**src/rtl/zss_pkg.sv**
```systemverilog
`timescale 1ns / 1ps

package zss_pkg;

  localparam int unsigned DIM_W  = 16;
  localparam int unsigned RAW_W  = 34;
  localparam int unsigned ROWB_W = 18;
  localparam int unsigned SUB_W  = 3;
  localparam int unsigned CIDX_W = 8;

  localparam logic [16:0] ADLER_MOD = 17'd65521;

  localparam logic [7:0] ZLIB_CMF    = 8'h78;
  localparam logic [7:0] ZLIB_FLG    = 8'hDA;
  localparam logic [7:0] FILTER_NONE = 8'h00;
  localparam logic [7:0] BTYPE_FINAL = 8'h01;
  localparam logic [7:0] BTYPE_MORE  = 8'h00;

  localparam logic [CIDX_W-1:0] CFG_IMAGE_WIDTH  = 8'd0;
  localparam logic [CIDX_W-1:0] CFG_IMAGE_HEIGHT = 8'd1;

  localparam logic [SUB_W-1:0] SUB_FLG      = 3'd1;
  localparam logic [SUB_W-1:0] SUB_LEN_LO   = 3'd1;
  localparam logic [SUB_W-1:0] SUB_LEN_HI   = 3'd2;
  localparam logic [SUB_W-1:0] SUB_NLEN_LO  = 3'd3;
  localparam logic [SUB_W-1:0] SUB_NLEN_HI  = 3'd4;
  localparam logic [SUB_W-1:0] SUB_BHDR_END = 3'd5;
  localparam logic [SUB_W-1:0] SUB_ADL_H_HI = 3'd0;
  localparam logic [SUB_W-1:0] SUB_ADL_H_LO = 3'd1;
  localparam logic [SUB_W-1:0] SUB_ADL_L_HI = 3'd2;
  localparam logic [SUB_W-1:0] SUB_ADL_L_LO = 3'd3;

  typedef struct packed {
    logic [7:0]       red;
    logic [7:0]       green;
    logic [7:0]       blue;
    logic             stream_start;
    logic             row_start;
    logic             stream_end;
    logic [RAW_W-1:0] raw_total;
  } item_t;

  typedef enum logic [1:0] {
    BK_EMPTY,
    BK_ZHDR,
    BK_RAW,
    BK_ADLER
  } back_state_e;

  typedef enum logic [1:0] {
    RAW_FILTER,
    RAW_RED,
    RAW_GREEN,
    RAW_BLUE
  } raw_sel_e;

endpackage

```
**src/rtl/zlib_stored_image_stream.sv**
```systemverilog
`timescale 1ns / 1ps
// path: the first byte of a pixel passes through the queue, the item register and the output register
// throughput: one output byte per cycle through the byte-wide output register while the
//   sink is ready and the queue holds pixels; 3 bytes per pixel, 4 at a row start, plus 5
//   per stored block, 2 for the stream header and 4 for the adler-32 trailer
// reset: asynchronous, active low; image size returns to 1x1, no stream open
module zlib_stored_image_stream #(
  parameter int unsigned STORED_BLOCK_MAX = 32763,
  parameter int unsigned FIFO_DEPTH       = 4
) (
  input  logic                       clk_i,
  input  logic                       rst_ni,
  input  logic                       cfg_valid_i,
  output logic                       cfg_ready_o,
  input  logic [zss_pkg::CIDX_W-1:0] cfg_index_i,
  input  logic [zss_pkg::DIM_W-1:0]  cfg_data_i,
  input  logic                       s_axis_tvalid,
  output logic                       s_axis_tready,
  input  logic [23:0]                s_axis_tdata,  // red, green, blue
  output logic                       m_axis_tvalid,
  input  logic                       m_axis_tready,
  output logic [7:0]                 m_axis_tdata,  // out_byte
  output logic                       m_axis_tlast,
  output logic                       m_axis_tuser   // stream_done
);

  zss_pkg::item_t push_item, pop_item;
  logic           push, pop, full, empty;

  zss_front u_front (
    .clk_i       (clk_i),
    .rst_ni      (rst_ni),
    .cfg_valid_i (cfg_valid_i),
    .cfg_ready_o (cfg_ready_o),
    .cfg_index_i (cfg_index_i),
    .cfg_data_i  (cfg_data_i),
    .pix_valid_i (s_axis_tvalid),
    .pix_ready_o (s_axis_tready),
    .pix_data_i  (s_axis_tdata),
    .full_i      (full),
    .push_o      (push),
    .item_o      (push_item)
  );

  zss_fifo #(
    .DEPTH (FIFO_DEPTH)
  ) u_fifo (
    .clk_i   (clk_i),
    .rst_ni  (rst_ni),
    .push_i  (push),
    .item_i  (push_item),
    .full_o  (full),
    .pop_i   (pop),
    .item_o  (pop_item),
    .empty_o (empty)
  );

  zss_back #(
    .STORED_BLOCK_MAX (STORED_BLOCK_MAX)
  ) u_back (
    .clk_i     (clk_i),
    .rst_ni    (rst_ni),
    .item_i    (pop_item),
    .empty_i   (empty),
    .pop_o     (pop),
    .m_valid_o (m_axis_tvalid),
    .m_ready_i (m_axis_tready),
    .m_data_o  (m_axis_tdata),
    .m_last_o  (m_axis_tlast),
    .m_user_o  (m_axis_tuser)
  );

`ifndef SYNTHESIS
  a_done_is_last: assert property (@(posedge clk_i) disable iff (!rst_ni)
    m_axis_tvalid && m_axis_tuser |-> m_axis_tlast)
    else $error("stream end byte without last flag");

  a_full_stalls: assert property (@(posedge clk_i) disable iff (!rst_ni)
    full |-> !s_axis_tready)
    else $error("pixel accepted into full queue");

  a_pop_nonempty: assert property (@(posedge clk_i) disable iff (!rst_ni)
    pop |-> !empty)
    else $error("pop from empty queue");
`endif

endmodule

```
**src/rtl/zss_front.sv**
```systemverilog
`timescale 1ns / 1ps

module zss_front (
  input  logic                       clk_i,
  input  logic                       rst_ni,
  input  logic                       cfg_valid_i,
  output logic                       cfg_ready_o,
  input  logic [zss_pkg::CIDX_W-1:0] cfg_index_i,
  input  logic [zss_pkg::DIM_W-1:0]  cfg_data_i,
  input  logic                       pix_valid_i,
  output logic                       pix_ready_o,
  input  logic [23:0]                pix_data_i,
  input  logic                       full_i,
  output logic                       push_o,
  output zss_pkg::item_t             item_o
);

  logic [zss_pkg::DIM_W-1:0] width_q, height_q;
  logic [zss_pkg::DIM_W-1:0] col_q, col_d, row_q, row_d;
  logic                      open_q, open_d;

  logic [zss_pkg::DIM_W-1:0]  w_eff, h_eff, col_cur, row_cur;
  logic [zss_pkg::DIM_W:0]    col_inc, row_inc;
  logic [zss_pkg::ROWB_W-1:0] row_bytes;
  logic [zss_pkg::RAW_W-1:0]  raw_total;
  logic                       row_end, strm_end, accept;

  assign cfg_ready_o = 1'b1;

  always_ff @(posedge clk_i or negedge rst_ni) begin
    if (!rst_ni) begin
      width_q  <= 16'd1;
      height_q <= 16'd1;
    end else if (cfg_valid_i && !open_q) begin
      case (cfg_index_i)
        zss_pkg::CFG_IMAGE_WIDTH:  width_q  <= cfg_data_i;
        zss_pkg::CFG_IMAGE_HEIGHT: height_q <= cfg_data_i;
        default: ;
      endcase
    end
  end

  always_comb begin
    w_eff     = (width_q == '0) ? 16'd1 : width_q;
    h_eff     = (height_q == '0) ? 16'd1 : height_q;
    col_cur   = open_q ? col_q : '0;
    row_cur   = open_q ? row_q : '0;
    col_inc   = {1'b0, col_cur} + 17'd1;
    row_inc   = {1'b0, row_cur} + 17'd1;
    row_end   = col_inc >= {1'b0, w_eff};
    strm_end  = row_end && (row_inc >= {1'b0, h_eff});
    row_bytes = {1'b0, w_eff, 1'b0} + {2'b0, w_eff} + 18'd1;
    raw_total = {18'b0, h_eff} * {16'b0, row_bytes};
  end

  assign accept      = pix_valid_i && !full_i;
  assign pix_ready_o = !full_i;
  assign push_o      = accept;

  always_comb begin
    item_o.red          = pix_data_i[7:0];
    item_o.green        = pix_data_i[15:8];
    item_o.blue         = pix_data_i[23:16];
    item_o.stream_start = !open_q;
    item_o.row_start    = (col_cur == '0);
    item_o.stream_end   = strm_end;
    item_o.raw_total    = raw_total;
  end

  always_comb begin
    open_d = open_q;
    col_d  = col_q;
    row_d  = row_q;
    if (accept) begin
      if (strm_end) begin
        open_d = 1'b0;
        col_d  = '0;
        row_d  = '0;
      end else begin
        open_d = 1'b1;
        col_d  = row_end ? '0 : col_inc[zss_pkg::DIM_W-1:0];
        row_d  = row_end ? row_inc[zss_pkg::DIM_W-1:0] : row_cur;
      end
    end
  end

  always_ff @(posedge clk_i or negedge rst_ni) begin
    if (!rst_ni) begin
      open_q <= 1'b0;
      col_q  <= '0;
      row_q  <= '0;
    end else begin
      open_q <= open_d;
      col_q  <= col_d;
      row_q  <= row_d;
    end
  end

endmodule

```
**src/rtl/zss_fifo.sv**
```systemverilog
`timescale 1ns / 1ps

module zss_fifo #(
  parameter int unsigned DEPTH = 4
) (
  input  logic           clk_i,
  input  logic           rst_ni,
  input  logic           push_i,
  input  zss_pkg::item_t item_i,
  output logic           full_o,
  input  logic           pop_i,
  output zss_pkg::item_t item_o,
  output logic           empty_o
);

  localparam int unsigned PTR_W = (DEPTH > 1) ? $clog2(DEPTH) : 1;
  localparam int unsigned CNT_W = $clog2(DEPTH + 1);

  zss_pkg::item_t   mem_q [DEPTH];
  logic [PTR_W-1:0] wr_q, rd_q;
  logic [CNT_W-1:0] cnt_q;

  assign full_o  = (cnt_q == CNT_W'(DEPTH));
  assign empty_o = (cnt_q == '0);
  assign item_o  = mem_q[rd_q];

  always_ff @(posedge clk_i) begin
    if (push_i) begin
      mem_q[wr_q] <= item_i;
    end
  end

  always_ff @(posedge clk_i or negedge rst_ni) begin
    if (!rst_ni) begin
      wr_q  <= '0;
      rd_q  <= '0;
      cnt_q <= '0;
    end else begin
      if (push_i) begin
        wr_q <= (wr_q == PTR_W'(DEPTH - 1)) ? '0 : wr_q + 1'b1;
      end
      if (pop_i) begin
        rd_q <= (rd_q == PTR_W'(DEPTH - 1)) ? '0 : rd_q + 1'b1;
      end
      if (push_i && !pop_i) begin
        cnt_q <= cnt_q + 1'b1;
      end else if (pop_i && !push_i) begin
        cnt_q <= cnt_q - 1'b1;
      end
    end
  end

endmodule

```
**src/rtl/zss_back.sv**
```systemverilog
`timescale 1ns / 1ps

module zss_back #(
  parameter int unsigned STORED_BLOCK_MAX = 32763
) (
  input  logic           clk_i,
  input  logic           rst_ni,
  input  zss_pkg::item_t item_i,
  input  logic           empty_i,
  output logic           pop_o,
  output logic           m_valid_o,
  input  logic           m_ready_i,
  output logic [7:0]     m_data_o,
  output logic           m_last_o,
  output logic           m_user_o
);

  localparam logic [15:0] BLK_MAX = 16'(STORED_BLOCK_MAX);

  zss_pkg::back_state_e state_q, state_d;
  zss_pkg::raw_sel_e    sel_q, sel_d;
  logic [zss_pkg::SUB_W-1:0] sub_q, sub_d;
  zss_pkg::item_t       cur_q, cur_d;

  logic [15:0]               fill_q, a_low_q, a_high_q;
  logic [zss_pkg::RAW_W-1:0] remain_q;

  logic       out_valid_q, out_last_q, out_done_q;
  logic [7:0] out_byte_q;

  logic        adv, step, load;
  logic        valid_c, last_c, done_c, raw_c, item_done_c;
  logic [7:0]  byte_c, raw_byte, bhdr_byte;
  logic [15:0] blk_len, blk_nlen;
  logic        blk_final;
  logic [16:0] fill_inc, s1, s2;
  logic [15:0] low_n, high_n;

  // block header from what is left of the raw data
  always_comb begin
    blk_final = remain_q <= zss_pkg::RAW_W'(STORED_BLOCK_MAX);
    blk_len   = (remain_q < zss_pkg::RAW_W'(STORED_BLOCK_MAX)) ? remain_q[15:0] : BLK_MAX;
    blk_nlen  = ~blk_len;
    case (sub_q)
      zss_pkg::SUB_LEN_LO:  bhdr_byte = blk_len[7:0];
      zss_pkg::SUB_LEN_HI:  bhdr_byte = blk_len[15:8];
      zss_pkg::SUB_NLEN_LO: bhdr_byte = blk_nlen[7:0];
      zss_pkg::SUB_NLEN_HI: bhdr_byte = blk_nlen[15:8];
      default:              bhdr_byte = blk_final ? zss_pkg::BTYPE_FINAL : zss_pkg::BTYPE_MORE;
    endcase
    case (sel_q)
      zss_pkg::RAW_RED:   raw_byte = cur_q.red;
      zss_pkg::RAW_GREEN: raw_byte = cur_q.green;
      zss_pkg::RAW_BLUE:  raw_byte = cur_q.blue;
      default:            raw_byte = zss_pkg::FILTER_NONE;
    endcase
  end

  // byte selection
  always_comb begin
    valid_c     = 1'b1;
    byte_c      = '0;
    last_c      = 1'b0;
    done_c      = 1'b0;
    raw_c       = 1'b0;
    item_done_c = 1'b0;
    case (state_q)
      zss_pkg::BK_ZHDR: begin
        byte_c = (sub_q == zss_pkg::SUB_FLG) ? zss_pkg::ZLIB_FLG : zss_pkg::ZLIB_CMF;
      end
      zss_pkg::BK_RAW: begin
        if (fill_q == '0 && sub_q != zss_pkg::SUB_BHDR_END) begin
          byte_c = bhdr_byte;
        end else begin
          raw_c  = 1'b1;
          byte_c = raw_byte;
          if (sel_q == zss_pkg::RAW_BLUE && !cur_q.stream_end) begin
            last_c      = 1'b1;
            item_done_c = 1'b1;
          end
        end
      end
      zss_pkg::BK_ADLER: begin
        case (sub_q)
          zss_pkg::SUB_ADL_H_HI: byte_c = a_high_q[15:8];
          zss_pkg::SUB_ADL_H_LO: byte_c = a_high_q[7:0];
          zss_pkg::SUB_ADL_L_HI: byte_c = a_low_q[15:8];
          default:               byte_c = a_low_q[7:0];
        endcase
        if (sub_q == zss_pkg::SUB_ADL_L_LO) begin
          last_c      = 1'b1;
          done_c      = 1'b1;
          item_done_c = 1'b1;
        end
      end
      default: valid_c = 1'b0;
    endcase
  end

  assign adv   = !out_valid_q || m_ready_i;
  assign step  = valid_c && adv;
  assign load  = (state_q == zss_pkg::BK_EMPTY || (step && item_done_c)) && !empty_i;
  assign pop_o = load;

  // next state
  always_comb begin
    state_d = state_q;
    sub_d   = sub_q;
    sel_d   = sel_q;
    cur_d   = cur_q;
    if (step) begin
      case (state_q)
        zss_pkg::BK_ZHDR: begin
          if (sub_q == zss_pkg::SUB_FLG) begin
            state_d = zss_pkg::BK_RAW;
            sub_d   = '0;
          end else begin
            sub_d = sub_q + 1'b1;
          end
        end
        zss_pkg::BK_RAW: begin
          if (!raw_c) begin
            sub_d = sub_q + 1'b1;
          end else begin
            sub_d = '0;
            if (sel_q == zss_pkg::RAW_BLUE) begin
              state_d = cur_q.stream_end ? zss_pkg::BK_ADLER : zss_pkg::BK_EMPTY;
            end else begin
              sel_d = zss_pkg::raw_sel_e'(sel_q + 2'd1);
            end
          end
        end
        zss_pkg::BK_ADLER: begin
          if (sub_q == zss_pkg::SUB_ADL_L_LO) begin
            state_d = zss_pkg::BK_EMPTY;
            sub_d   = '0;
          end else begin
            sub_d = sub_q + 1'b1;
          end
        end
        default: ;
      endcase
    end
    if (load) begin
      state_d = item_i.stream_start ? zss_pkg::BK_ZHDR : zss_pkg::BK_RAW;
      sub_d   = '0;
      sel_d   = item_i.row_start ? zss_pkg::RAW_FILTER : zss_pkg::RAW_RED;
      cur_d   = item_i;
    end
  end

  always_ff @(posedge clk_i or negedge rst_ni) begin
    if (!rst_ni) begin
      state_q <= zss_pkg::BK_EMPTY;
      sub_q   <= '0;
      sel_q   <= zss_pkg::RAW_FILTER;
    end else begin
      state_q <= state_d;
      sub_q   <= sub_d;
      sel_q   <= sel_d;
    end
  end

  always_ff @(posedge clk_i) begin
    cur_q <= cur_d;
  end

  // adler-32 and block bookkeeping
  always_comb begin
    s1       = {1'b0, a_low_q} + {9'b0, byte_c};
    low_n    = (s1 >= zss_pkg::ADLER_MOD) ? 16'(s1 - zss_pkg::ADLER_MOD) : s1[15:0];
    s2       = {1'b0, a_high_q} + {1'b0, low_n};
    high_n   = (s2 >= zss_pkg::ADLER_MOD) ? 16'(s2 - zss_pkg::ADLER_MOD) : s2[15:0];
    fill_inc = {1'b0, fill_q} + 17'd1;
  end

  always_ff @(posedge clk_i or negedge rst_ni) begin
    if (!rst_ni) begin
      a_low_q  <= 16'd1;
      a_high_q <= '0;
      fill_q   <= '0;
      remain_q <= '0;
    end else begin
      if (load && item_i.stream_start) begin
        a_low_q  <= 16'd1;
        a_high_q <= '0;
        fill_q   <= '0;
        remain_q <= item_i.raw_total;
      end else if (step && done_c) begin
        fill_q   <= '0;
        remain_q <= '0;
      end else if (step && raw_c) begin
        a_low_q  <= low_n;
        a_high_q <= high_n;
        fill_q   <= (fill_inc >= {1'b0, BLK_MAX}) ? '0 : fill_inc[15:0];
        if (remain_q != '0) begin
          remain_q <= remain_q - 1'b1;
        end
      end
    end
  end

  // output register
  always_ff @(posedge clk_i or negedge rst_ni) begin
    if (!rst_ni) begin
      out_valid_q <= 1'b0;
    end else if (adv) begin
      out_valid_q <= valid_c;
    end
  end

  always_ff @(posedge clk_i) begin
    if (adv) begin
      out_byte_q <= byte_c;
      out_last_q <= last_c;
      out_done_q <= done_c;
    end
  end

  assign m_valid_o = out_valid_q;
  assign m_data_o  = out_byte_q;
  assign m_last_o  = out_last_q;
  assign m_user_o  = out_done_q;

endmodule
```
**config.mk**
```make
export PLATFORM = sky130hd
export DESIGN_NAME = zlib_stored_image_stream
export DESIGN_NICKNAME = d
export VERILOG_FILES = /design/src/rtl/zss_pkg.sv /design/src/rtl/zlib_stored_image_stream.sv /design/src/rtl/zss_front.sv /design/src/rtl/zss_fifo.sv /design/src/rtl/zss_back.sv
export SDC_FILE = /design/constraint.sdc
export NUM_CORES = 1
export LEC_CHECK = 0
export ABC_AREA = 1
export ABC_CLOCK_PERIOD_IN_PS = 11000
export BUFFER_PORTS_ARGS = -buffer_cell sky130_fd_sc_hd__buf_4
export CELL_PAD_IN_SITES_DETAIL_PLACEMENT = 1
export CELL_PAD_IN_SITES_GLOBAL_PLACEMENT = 1
export CORE_UTILIZATION = 50
export CTS_CLUSTER_DIAMETER = 80
export DETAILED_ROUTE_END_ITERATION = 8
export GPL_TIMING_DRIVEN = 0
export PLACE_DENSITY_LB_ADDON = 0.1
export REMOVE_ABC_BUFFERS = 1
export SLEW_MARGIN = 20
export SYNTH_ARGS = -nofsm -noshare
export SYNTH_HDL_FRONTEND = slang
export SYNTH_SLANG_ARGS = --single-unit
```
**constraint.sdc**
```tcl
create_clock -name clk_i -period 11 [get_ports clk_i]
set_clock_uncertainty 0.1 [all_clocks]
set_input_delay 1.1 -clock clk_i [delete_from_list [all_inputs] [get_ports clk_i]]
set_output_delay 1.1 -clock clk_i [all_outputs]
set_load 0.03 [all_outputs]
```
==> results.cfg, run 1 <==
[yosys]
syn_area_um2 = 34800
yosys_warnings = 0
synth_seq_cells = 441
netlist.area_leader.share_pct = 24.1
synthTopCellsByArea = edfxtp_1, fa_1, dfrtp_1
synthCells = 4178
yosysTopAreaCell = edfxtp_1
synth-edff-count = 279
syn_area_per_cell_um2 = 8.32
yosysUniqueCellTypes = 66
postSynth.asyncResetShare_pct = 36.7
ys_seq_area_share_pct = 35.8
synth_top_flop_cell = edfxtp_1

[power]
leakagePower_nw = 17.3
power_per_cell_area_nw_per_um2 = 209
peakVddDrop_mv = 0.171

[clock_tree]
clkLatencyLatePin_ns = 0.63
path_clk_slew_ns = 0.06
cts_setup_buffers = 0
cts_resized = 0
cts_tree = yes
cts_buffers = 51
cts_buffer_depth = 3
hold_buffers = 0
ctsHtreeMaxLevel = 2
cts.sinks = 441
cts-root-buf = clkbuf_16

[detailed_routing]
drtIter0Drc = 1786
ant_nets = 0
drtPass1Iterations = 5
drc_errors = 0
drt-vias-per-instance = 5.68
routed_wl_mm = 108
vias = 29200
wl_per_cell_um = 20.9

[critical_path]
cpLargestDelayFamily = adder cells
crit_top_cell = nand2_1
crit_arrival_ns = 10.56
cp_max_fo = 19
slowest_delay_ns = 0.95
critical_path_class = reg2reg
startpoint_type = flip-flop
worst_setup_path_end_kind = flip-flop
crit_path_top_delay_cell = dfrtp_1
worstPathRequired_ns = 11.26
critical_path_buf_inv_count = 5

[timing]
rsz0062_at_grt = false
period_minus_slack_ns = 10.29
report.final.setup_viol = 0
relSlewSlack_pct = 28.0
fin_crit_sh_pct = 93.6
slew_violations = 0
finalHoldWorstSlack_ns = 0.231
worst_slew_pin_slew_ns = 1.08
timing.fmax_mhz = 97.1
hold_viol_final = 0

[finish]
finalNetCount = 4655
syn_to_final_growth_pct = 9.19
diodes = 0
layout-drive-gt1-share_pct = 6.61
fin_util_pct = 55.2

[global_route]
grt.overflow.total = 0
track_usage_pct = 30.8
grt_max_degree = 75
antenna_found_initial = 0
grt_pass1_wl_mm = 170
grt_pass1_vias = 31500

[floorplan]
ios = 66
die_w_um = 266
start_util_pct = 50.6
core_um2 = 68700
dieArea_um2 = 70600
rows = 96
die_h_um = 266

[placed_design]
port_buffers = 64
place.gp.congestion = 0.919
dp_hpwl_mm = 79.7

[outcome]
status = finished, final reports clean

[flow_run]
max-cap-violations = 0

[worst_hold_path]
hold_path.class = in2async
synth_stat cells, drive strengths merged (36+ instances only):
| library cell | instances |
|---|---|
| ha | 215 |
| nand3 | 321 |
| nand4 | 80 |
| inv | 639 |
| nor3 | 36 |
| clkbuf | 100 |
| fa | 225 |
| dfrtp | 159 |
| nand2 | 916 |
| edfxtp | 279 |
| xor2 | 84 |
| nor2 | 434 |
| o21ai | 314 |
| buf | 50 |
| o22ai | 67 |
| a21oi | 96 |
registers in the layout, indices dropped and copies added (netlist names), 2 cells and up:
signal,flops
u_fifo.mem_q,244
u_back.remain_q,34
u_back.cur_q,25
u_back.a_high_q,16
u_back.a_low_q,16
u_back.fill_q,16
u_front.col_q,16
u_front.height_q,16
u_front.row_q,16
u_front.width_q,16
u_back.m_data_o,8
u_back.sub_q,3
u_fifo.cnt_q,3
u_back.sel_q,2
u_back.state_q,2
u_fifo.rd_q,2
u_fifo.wr_q,2
stage by stage:
| stage | instances | TNS [ns] | instance area [um2] | total power, W | worst slack, ns |
|---|---|---|---|---|---|
| final | 5135 | 0 | 38000 | 0.00795 | 0.706 |
| after global routing | 5135 | 0 | 38000 | 0.00843 | 0.300 |
| after CTS | 5135 | 0 | 37900 | 0.00798 | 0.961 |
| after detailed placement | 5040 | 0 | 36200 | 0.00611 | 0.967 |
| after global placement | 5023 | -0.00993 | 35700 | 0.00592 | -0.00776 |
| after floorplan | 4028 | 0 | 34100 | 0.00478 | 3.35 |
cells in the final DEF, fill, tap and decap left out, drive strengths merged, types with 9 or more instances in the layout:
cell	instances
a21oi	96
a22oi	14
buf	81
clkbuf	67
clkinv	20
dfrtp	159
edfxtp	279
fa	225
ha	215
inv	644
nand2	916
nand3	321
nand3b	9
nand4	80
nor2	434
nor3	36
nor4	18
o2111ai	10
o211ai	14
o21ai	314
o22ai	67
or2	27
xnor2	19
xor2	84
kinds of logic after synthesis:
kind of cell	synth area share (%)
compound gates	8.82
xor+xnor	2.64
flops	35.8
other cells	0.0108
simple gates	23.1
buf+inv	9.00
fa+ha+maj	20.7
per-layer routing:
layer,vias up,GRT usage [%],wire (um)
met3,244,3.33,4160
met5,-,0,0
met2,698,56.0,55000
li1,13600,-,-
met4,0,12.9,4320
met1,14700,37.1,44000
path summary, 6_finish.rpt:
kind / start / endpoint / cells past startpoint / slack [ns]
setup / recovery: u_front.width_q[1] / u_fifo.mem_q[1][31] / 33 / 0.71
hold / removal: rst_ni / u_fifo.rd_q[0] / 1 / 0.23
setup reg to reg: u_front.width_q[1] / u_fifo.mem_q[1][31] / 33 / 0.71
hold reg to reg: u_front.row_q[4] / u_front.row_q[4] / 2 / 0.39
max in group asynchronous: rst_ni / u_front.height_q[0] / 2 / 9.77
min in group clk_i: u_front.row_q[4] / u_front.row_q[4] / 2 / 0.39
layout make-up:
class	count	area, um2
fillers	8218	30700
clock buffers	67	1400
flip-flops and latches	441	12400
clock inverters	28	398
well taps	931	1160
inverters	644	2430
repair buffers	81	878
multi-input cells	2943	19200
power breakdown:
group	leakage [nW]	switching, W	internal [W]
Sequential	4.76	0.000341	0.00226
Clock	0.876	0.000746	0.00107
Combinational	11.7	0.00252	0.00101
worst reg2reg max path, delay by kind of cell (launching register included):
family          cells  cell delay (ns)
fa+ha+maj           8             3.74
simple gates       16             2.68
xor+xnor            2             1.26
buf+inv             5             1.00
flops               1             0.95
compound gates      2             0.34
(Power assumes the default switching activity.)
==> run 2, diff against run 1 <==
--- a/config.mk
+++ b/config.mk
@@ -10,6 +10,7 @@
 export BUFFER_PORTS_ARGS = -buffer_cell sky130_fd_sc_hd__buf_4
 export CELL_PAD_IN_SITES_DETAIL_PLACEMENT = 1
 export CELL_PAD_IN_SITES_GLOBAL_PLACEMENT = 1
+export CORE_ASPECT_RATIO = 0.7
 export CORE_UTILIZATION = 50
 export CTS_CLUSTER_DIAMETER = 80
 export DETAILED_ROUTE_END_ITERATION = 8
==> results.cfg, run 2 (synthesis gave the netlist of run 1 again) <==
[outcome]
status = finished, final reports clean

[placed_design]
dp_hpwl_mm = 83.3
port_buffers = 64
place.gp.congestion = 0.916
dp_slack_ns = 0.879
place_area_um2 = 36100

[finish]
layout_commonest_cell = nand2_1
largest_reg_flops = 244
diodes = 0
layout_common_cells = nand2_1, inv_1, nor2_1
fin_util_pct = 55.1
layout-drive-gt1-share_pct = 6.24
top_register = u_fifo.mem_q
design_area_um2 = 37700
largestRegisters = u_fifo.mem_q x244, u_back.remain_q x34, u_back.cur_q x25
fillers = 8199
finalNetCount = 4652
syn_to_final_growth_pct = 8.55

[detailed_routing]
drtPass1Iterations = 5
wl_per_cell_um = 21.8
vias = 29500
drc_errors = 0
drtIter0Drc = 2505
drt-vias-per-instance = 5.78
routed_wl_mm = 111
ant_nets = 0

[floorplan]
core_um2 = 68500
start_util_pct = 50.8
die_w_um = 317
rows = 80
die_h_um = 223
dieArea_um2 = 70600
ios = 66

[critical_path]
slowest_delay_ns = 0.91
crit_path_top_delay_cell = dfrtp_1
startpoint_type = flip-flop
critical_path_class = reg2reg
worst_setup_path_end_kind = flip-flop
worstPathRequired_ns = 11.25
crit_arrival_ns = 10.55
cp_max_fo = 19
crit_top_cell = nand2_1

[power]
peakVddDrop_mv = 0.175
power_per_cell_area_nw_per_um2 = 210
leakagePower_nw = 17.2

[timing]
period_minus_slack_ns = 10.30
setup-tns-final_ns = 0
worst_slew_pin_slew_ns = 1.04
fin_crit_sh_pct = 93.6
relSlewSlack_pct = 31.0
rsz0062_at_grt = false
timing.fmax_mhz = 97.1
report.final.setup_viol = 0
finalHoldWorstSlack_ns = 0.133
fin_ws_ns = 0.702
slew_violations = 0
hold_viol_final = 0

[clock_tree]
cts.sinks = 441
ctsHtreeMaxLevel = 2
clkLatencyLatePin_ns = 0.64
cts_resized = 0
cts_buffers = 47
path_clk_slew_ns = 0.06
cts_tree = yes
hold_buffers = 0
cts_setup_buffers = 0
cts-root-buf = clkbuf_16
cts_buffer_depth = 3

[global_route]
track_usage_pct = 31.9
grt_pass1_vias = 30700
grt.overflow.total = 0
grt_pass1_wl_mm = 175
grt_max_degree = 96
antenna_found_initial = 0

[flow_run]
max-cap-violations = 0

[worst_hold_path]
hold_path.class = in2async
==> run 2: path summary, 6_finish.rpt <==
check,slack (ns),end,cells after the start,start
min in group clk_i,0.39,u_front.row_q[4],2,u_front.row_q[4]
worst min register to register,0.39,u_front.row_q[4],2,u_front.row_q[4]
max in group asynchronous,9.48,u_front.height_q[0],3,rst_ni
worst max-delay path,0.70,u_fifo.mem_q[3][32],36,u_front.width_q[1]
worst min-delay path,0.13,u_fifo.rd_q[1],1,rst_ni
worst max register to register,0.70,u_fifo.mem_q[3][32],36,u_front.width_q[1]
==> run 2: stage by stage <==
| step | power, W | cells |
|---|---|---|
| floorplan | 0.00478 | 4028 |
| global placement | 0.00599 | 4994 |
| detailed placement | 0.00617 | 5012 |
| CTS | 0.00791 | 5098 |
| global route | 0.00840 | 5098 |
| finish | 0.00793 | 5098 |
==> run 2: cell type report <==
type                       count  area [um2]  share of cell area (%)
tap                          902        1130                    2.99
clock inverter                29         387                    1.02
sequential                   441       12400                    33.0
inverter                     644        2430                    6.43
timing repair buffer          82         876                    2.32
clock buffer                  57        1220                    3.24
multi-input combinational   2943       19200                    51.0
==> run 2: layer usage <==
layer / vias up / routed length [um] / global-route usage, %
met3: 150 / 6820 / 3.81
met5: - / 0 / 0
met2: 879 / 49700 / 49.9
met4: 0 / 2460 / 7.56
met1: 14900 / 52300 / 47.1
li1: 13600 / - / -
==> run 2: critical path, delay by kind of cell (launching register included) <==
family	cells	cell delay (ns)
fa+ha+maj	8	3.76
xor+xnor	2	1.28
buf+inv	5	0.98
simple gates	21	2.98
flops	1	0.91
==> run 2: report_power, final <==
| part | total, W | internal [W] | switching [W] | leakage (nW) |
|---|---|---|---|---|
| clock network | 0.00169 | 0.000948 | 0.000744 | 0.759 |
| logic | 0.00363 | 0.00101 | 0.00262 | 11.7 |
| registers | 0.00260 | 0.00226 | 0.000344 | 4.76 |
| total | 0.00793 | 0.00421 | 0.00371 | 17.2 |
==> run 3, diff against run 2 <==
--- a/config.mk
+++ b/config.mk
@@ -15,7 +15,7 @@
 export CTS_CLUSTER_DIAMETER = 80
 export DETAILED_ROUTE_END_ITERATION = 8
 export GPL_TIMING_DRIVEN = 0
-export PLACE_DENSITY_LB_ADDON = 0.1
+export PLACE_DENSITY = 0.91
 export REMOVE_ABC_BUFFERS = 1
 export SLEW_MARGIN = 20
 export SYNTH_ARGS = -nofsm -noshare
==> results.cfg, run 3 (synthesis gave the netlist of run 1 again) <==
[global_route]
grt_pass1_wl_mm = 196
grt.overflow.total = 0
antenna_found_initial = 1
track_usage_pct = 36.1
grt_pass1_vias = 33400
grt_max_degree = 111

[outcome]
status = finished, final reports clean

[finish]
multi_input_area_um2 = 19200
layout-drive-gt1-share_pct = 6.34
fillers = 8098
largest_reg_flops = 244
top_register = u_fifo.mem_q
syn_to_final_growth_pct = 8.52
seqCellArea_um2 = 12400
layout_commonest_cell = nand2_1
diodes = 0
largestRegisters = u_fifo.mem_q x244, u_back.remain_q x34, u_back.cur_q x25
layout.cells.non_filler = 5095
finalNetCount = 4650
layout_common_cells = nand2_1, inv_1, nor2_1

[floorplan]
start_util_pct = 50.8
dieArea_um2 = 70600
rows = 80
die_w_um = 317
core_um2 = 68500
ios = 66
die_h_um = 223

[clock_tree]
cts.sinks = 441
cts_setup_buffers = 0
cts_buffers = 46
cts-root-buf = clkbuf_16
ctsHtreeMaxLevel = 2
path_clk_slew_ns = 0.07
cts_resized = 0
clkLatencyLatePin_ns = 0.65
hold_buffers = 0
cts_tree = yes
cts_buffer_depth = 3

[timing]
report.final.setup_viol = 0
slew_violations = 0
worst_slew_pin_slew_ns = 1.03
rsz0062_at_grt = false
hold_viol_final = 0
relSlewSlack_pct = 31.5
period_minus_slack_ns = 10.66
setup-tns-final_ns = 0
timing.fmax_mhz = 93.8
fin_crit_sh_pct = 96.9
finalHoldWorstSlack_ns = 0.341

[power]
seqPwrFrac_pct = 32.1
switching_share_pct = 48.2
p_comb_share_pct = 46.4
internal-power_w = 0.00425
power_per_cell_area_nw_per_um2 = 217
clkPwrFrac_pct = 21.5
power.switching_w = 0.00396
peakVddDrop_mv = 0.163
leakagePower_nw = 17.2

[detailed_routing]
wl_per_cell_um = 24.9
ant_nets = 0
vias = 31500
routed_wl_mm = 127
drt-vias-per-instance = 6.19
drc_errors = 0
drtPass1Iterations = 5
drtIter0Drc = 3203

[critical_path]
slowest_delay_ns = 0.93
ff2ff_path_depth = 33
worstReg2RegStart = u_front.width_q[1]
cp_max_fo = 19
reg2reg_to = u_fifo.mem_q[0][31]
worstPathRequired_ns = 11.20
worst-r2r-setup-slack_ns = 0.34
crit_top_cell = nand2_1
worst_setup_path_end_kind = flip-flop
crit_arrival_ns = 10.86
crit_path_top_delay_cell = dfrtp_1
critical_path_class = reg2reg
startpoint_type = flip-flop

[placed_design]
port_buffers = 64
dp_cells = 5011
place.gp.congestion = 0.942
dp_hpwl_mm = 87.9

[worst_hold_path]
hold_path.class = in2async

[flow_run]
max-cap-violations = 0
-- run 3: worst max-delay path, delay by kind of cell, from the launching register on --
| family | cells | cell delay [ns] |
|---|---|---|
| and+or+nand+nor | 13 | 1.97 |
| buffers and inverters | 5 | 0.96 |
| xor gates and xnor gates | 2 | 1.44 |
| DFF | 1 | 0.93 |
| AOI/OAI and AO/OA | 5 | 1.14 |
| adders and majority gates | 8 | 3.80 |
-- run 3: power groups by stage --
stage / registers (W) / clock network [W] / logic (W)
after floorplan: 0.00254 / 0 / 0.00224
after global placement: 0.00264 / 0 / 0.00324
after detailed placement: 0.00261 / 0 / 0.00358
after CTS: 0.00261 / 0.00176 / 0.00371
after global routing: 0.00265 / 0.00181 / 0.00409
final: 0.00263 / 0.00176 / 0.00381
-- run 3: layout make-up --
| class | instances | share of cell area, % |
|---|---|---|
| flip-flops and latches | 441 | 33.0 |
| repair buffers | 81 | 2.33 |
| clock buffers | 54 | 3.13 |
| clock inverters | 30 | 1.11 |
| well taps | 902 | 2.99 |
| multi-input cells | 2943 | 51.0 |
| inverters | 644 | 6.43 |
-- run 3: metrics by stage --
| step | power [W] | area, um2 | setup slack (ns) | util, % |
|---|---|---|---|---|
| floorplan | 0.00478 | 34100 | 3.35 | - |
| global placement | 0.00588 | 35700 | 0.638 | 52.1 |
| detailed placement | 0.00619 | 36100 | 0.993 | 52.8 |
| CTS | 0.00809 | 37700 | 0.652 | 55.1 |
| global route | 0.00855 | 37700 | 0.174 | 55.1 |
| finish | 0.00821 | 37700 | 0.341 | 55.1 |
-- run 3: how the worst max path moves through the flow --
stage                                   from                  end  slack [ns]  cells after the start
after floorplan           u_front.width_q[1]  u_fifo.mem_q[0][32]        3.35                     36
after global placement        u_fifo.rd_q[0]  u_back.remain_q[28]        0.64                     11
after detailed placement  u_front.width_q[1]  u_fifo.mem_q[1][32]        0.99                     36
after CTS                 u_front.width_q[1]  u_fifo.mem_q[0][31]        0.65                     33
after global routing      u_front.width_q[1]  u_fifo.mem_q[0][31]        0.17                     33
final                     u_front.width_q[1]  u_fifo.mem_q[0][31]        0.34                     33
-- run 3: per-layer routing --
metal | global-route usage [%] | vias to the layer above | share of wire, %
met5 | 0 | - | 0.010
met4 | 17.2 | 2 | 5.2
met3 | 8.06 | 495 | 9.8
met2 | 58.4 | 1874 | 46
met1 | 45.6 | 15600 | 39
li1 | - | 13500 | -
